**src/hdl/vbr_pkg.sv**
```systemverilog
// ----------------------------------------------------------------------------
// vbr_pkg
// Shared types and constants for the Voigt basis rotation core.
// ----------------------------------------------------------------------------
package vbr_pkg;

  localparam int VDIM      = 6;
  localparam int NCOEF     = VDIM * VDIM;
  localparam int RND_SHIFT = 20;

  typedef enum logic [2:0] {
    OP_LOAD       = 3'd0,
    OP_STRAIN_FWD = 3'd1,
    OP_STRESS_BWD = 3'd2,
    OP_STRESS_FWD = 3'd3,
    OP_STRAIN_BWD = 3'd4
  } vbr_op_t;

  typedef logic signed [23:0] coef_t;   // Q3.20
  typedef logic signed [31:0] vec_t;    // Q15.16
  typedef logic signed [56:0] prod_t;   // Q.36 product, doubled if needed
  typedef logic signed [57:0] pair_t;   // sum of two products
  typedef logic signed [60:0] acc_t;    // sum of six products plus round
  typedef logic signed [40:0] rnd_t;    // rounded to Q24.16, before clip to Q15.16

  // One rotation item after coefficient selection.
  typedef struct packed {
    coef_t [NCOEF-1:0] coef;            // already transposed as the mode needs
    vec_t  [VDIM-1:0]  vec;
    logic              strain;
  } vbr_item_t;

endpackage

```
**src/hdl/vbr_coef_bank.sv**
```systemverilog
// ----------------------------------------------------------------------------
// vbr_coef_bank
// 6x6 coefficient store with single-entry writes and a transpose select.
// ----------------------------------------------------------------------------
module vbr_coef_bank
  import vbr_pkg::*;
(
  input  logic              clk,
  input  logic              rst_n,
  input  logic              wr_en,
  input  logic [2:0]        wr_row,
  input  logic [2:0]        wr_col,
  input  coef_t             wr_value,
  input  logic              transposed,
  output coef_t [NCOEF-1:0] sel_coef
);

  coef_t [NCOEF-1:0] mat_r;

  always_ff @(posedge clk) begin
    if (!rst_n) begin
      mat_r <= '0;
    end else if (wr_en) begin
      mat_r[6'(wr_row) * 6'(VDIM) + 6'(wr_col)] <= wr_value;
    end
  end

  // Entry (i,j) of the effective matrix.
  for (genvar i = 0; i < VDIM; i++) begin : g_row
    for (genvar j = 0; j < VDIM; j++) begin : g_col
      assign sel_coef[i*VDIM+j] = transposed ? mat_r[j*VDIM+i] : mat_r[i*VDIM+j];
    end
  end

endmodule

```
**config.mk**
```make
export PLATFORM = sky130hd
export DESIGN_NAME = vbr_coef_bank
export DESIGN_NICKNAME = d
export VERILOG_FILES = /design/src/hdl/vbr_pkg.sv /design/src/hdl/vbr_coef_bank.sv
export SDC_FILE = /design/constraint.sdc
export NUM_CORES = 2
export LEC_CHECK = 0
export BUFFER_PORTS_ARGS = -buffer_cell sky130_fd_sc_hd__buf_2
export CAP_MARGIN = 15
export CORE_AREA = 5 5 347 349
export CTS_CLUSTER_SIZE = 24
export DETAILED_ROUTE_END_ITERATION = 12
export DIE_AREA = 0 0 352 354
export SLEW_MARGIN = 20
export SYNTH_ARGS = -nofsm -noshare
export SYNTH_HDL_FRONTEND = slang
export SYNTH_SLANG_ARGS = --single-unit
```
**constraint.sdc**
```tcl
create_clock -name clk -period 4.4 [get_ports clk]
set_input_delay 0.22 -clock clk [delete_from_list [all_inputs] [get_ports clk]]
set_output_delay 0.22 -clock clk [all_outputs]
set_load 0.02 [all_outputs]
```
==> reports/results.txt <==
status: finished clean
Synth area leader: dfxtp_1
All-Layer GR Usage: 21.7%
Post-CTS Repair Setup Buffers: 0
die height: 354 um
Required @ worst endpoint: 4.90 ns
DRC: 0
CTS Buf Count: 99
Synth Warn #: 0
Post-Synthesis Cells: 3913
Finished Cell Area: 48300 um^2
Core Region: 117000 um^2
Least-Margin Pin Slew: 1.12 ns
Synth top cells by count: dfxtp_1 (864), nand2_1 (773), mux2i_1 (744)
hold-fix buffers at CTS: 1
power per cell area: 370 nW/um^2
HP Class: input pin to flop
clock tree root buffer cell: clkbuf_16
share of layout cells above drive strength 1: 41.9%
critical path's slowest cell: or3_2
routed len/inst: 23.4 um
Clock Path Buffers: 3
Final Cycle Share: 64.1%
PortBufs: 897
RePlAce Congestion: 0.794
vias in the first global route: 30.1k
depth of the CTS H-tree: 3
sequential-to-total area share from yosys stat: 43.0%
critical path class: input pin to flop
Setup crit end kind: flop
max-slew violations: 0
first-pass GRT wire length: 205000 um
DIE WIDTH: 352 um
RSZ-0062 raised after global routing: false
Pre-Repair DR Iteration Count: 4
Peak Freq: 355 MHz
setup TNS: 0 ns
clk sinks: 864
R2R cell count: 2
grt ovf: 0
Rows: 126
ys async rst share: 0%
max incr delay on CP: 0.92 ns
Relative slew margins: 24.9%
Yosys cell types: 36
Clock Skew: 0 ns
dpl hpwl: 94300 um
fillcell total: 11.5k
post-cts sizing count: 0
CP arrival: 3.32 ns
reported max-cap violation count: 0
Clock Latency Late Sink: 0.68 ns
Vias: 30.6k
Layout Nets: 4540
Synth area leaders: dfxtp_1 (43%), mux2_2 (20%), mux2i_1 (19%), nand2_1 (7.2%), buf_4 (3.2%)
Routed Antenna Nets: 0
share of the synthesized area in the top cell type: 43.0%
DP Area: 45000 um^2
CP Launch Type: input pin
initial antenna violation count: 12
leak pwr: 0.0227 uW
Post-synth EDFFs: 0
CTS tree: yes
Die Area: 125000 um^2
critical-path cell list: buf_2 > ha_1 > inv_1 > fa_1 > nor4_1 > o21ai_2 > or3_2 > mux2i_1
endpoints failing hold: 0
Final setup viols: 0
CTS clk-pin slew, worst paths: 0.06 ns
DRT iter0 DRCs: 2022
Avg Cell Area, Syn: 10.3 um^2
pin count of the biggest net entering global routing: 194
register bit total from synthesis: 864
hold depth: 4
drt total wl: 143000 um
post-synthesis net count: 3954
Primary FF master, synth: dfxtp_1
initial core utilization: 34.3%
# IOs: 898
Max VDD drop: 0.306 mV
Area growth, synth to finish: 20.2%
Period minus WS final: 2.82 ns
vias per inst: 5.00
critical-path maximum fanout: 24
Mapped Area: 40200 um^2
most common cell in the netlist: dfxtp_1
## per-layer routing
metal / vias up / global-route usage [%] / part of all wire (%)
met5: - / 0 / 0.013
met4: 2 / 8.33 / 3.8
met3: 251 / 5.70 / 6.9
met2: 1031 / 36.7 / 48
met1: 14877 / 26.5 / 42
li1: 14469 / - / -
## flip-flops by register name, indices dropped and copies added (netlist names)
name and count:
mat_r 720, sel_coef 144
## final timing paths
check | from | endpoint | slack, ns
setup / recovery | wr_row[0] | mat_r[128] | 1.58
hold / removal | wr_value[1] | mat_r[145] | 0.25
setup reg to reg | mat_r[406] | mat_r[406] | 3.63
hold reg to reg | sel_coef[173] | sel_coef[173] | 0.45
## metrics by stage
stage / utilization (%) / hold WS, ns / setup WS (ns) / cells / power, uW
floorplan: - / 0.435 / 1.65 / 3913 / 9020
global placement: 38.4 / 0.440 / 0.948 / 5933 / 9510
detailed placement: 38.4 / 0.446 / 0.922 / 5933 / 9520
CTS: 41.3 / 0.208 / 1.66 / 6118 / 18100
global route: 41.3 / 0.226 / 1.49 / 6120 / 18500
finish: 41.3 / 0.246 / 1.58 / 6120 / 17900
## kinds of logic after synthesis
group / count (synthesis) / share of synthesized area (%)
buffers and inverters: 502 / 6.57
adders and majority gates: 7 / 0.255
DFF: 864 / 43.0
and+or+nand+nor: 946 / 9.80
muxes: 1464 / 38.7
xor gates and xnor gates: 4 / 0.0871
AOI/OAI and AO/OA: 126 / 1.60
## cells in the final DEF, fill, tap and decap left out, types with 2 or more instances in the layout
| master | count |
|---|---|
| xor2_1 | 2 |
| or3_1 | 2 |
| nand4_1 | 5 |
| bufinv_16 | 7 |
| diode_2 | 2 |
| a21oi_1 | 2 |
| nor3b_1 | 2 |
| clkinv_4 | 3 |
| buf_4 | 73 |
| clkinvlp_4 | 3 |
| nand3_2 | 4 |
| mux2i_1 | 744 |
| buf_8 | 2 |
| nand3_1 | 122 |
| xnor2_1 | 2 |
| fa_1 | 2 |
| nand2_2 | 25 |
| nand2_1 | 749 |
| clkinv_2 | 16 |
| or2_2 | 2 |
| clkbuf_8 | 22 |
| o21ai_0 | 120 |
| dfxtp_1 | 864 |
| clkbuf_16 | 101 |
| inv_1 | 6 |
| clkbuf_1 | 25 |
| inv_16 | 3 |
| or3_2 | 5 |
| nor3_4 | 20 |
| mux2_2 | 720 |
| inv_6 | 3 |
| buf_2 | 895 |
| nor2_1 | 3 |
| buf_12 | 10 |
| ha_1 | 5 |
## power by group
part / switching (uW) / internal, uW
Sequential: 59.5 / 7910
Clock: 3510 / 5030
Combinational: 977 / 402
Total: 4540 / 13300
## layout make-up
type                            instances  area [um^2]  share of cell area [%]
Inverter                                6         22.5                  0.0466
Sequential cell                       864        17300                    35.8
Antenna cell                            2         5.00                  0.0104
Multi-Input combinational cell       2547        20500                    42.3
Clock inverter                         36          455                   0.942
Clock buffer                          148         2920                    6.05
Tap cell                             1536         1920                    3.98
Timing Repair Buffer                  981         5270                    10.9
## critical path, delay by kind of cell
kind                     cells  cell delay (ns)
AND/OR/NAND/NOR              2             1.45
adder cells (fa/ha/maj)      2             0.78
AO/OA/AOI/OAI                1             0.35
multiplexers                 1             0.24
buffers and inverters        2             0.19
No activity file was read; power rests on OpenSTA's default activity.
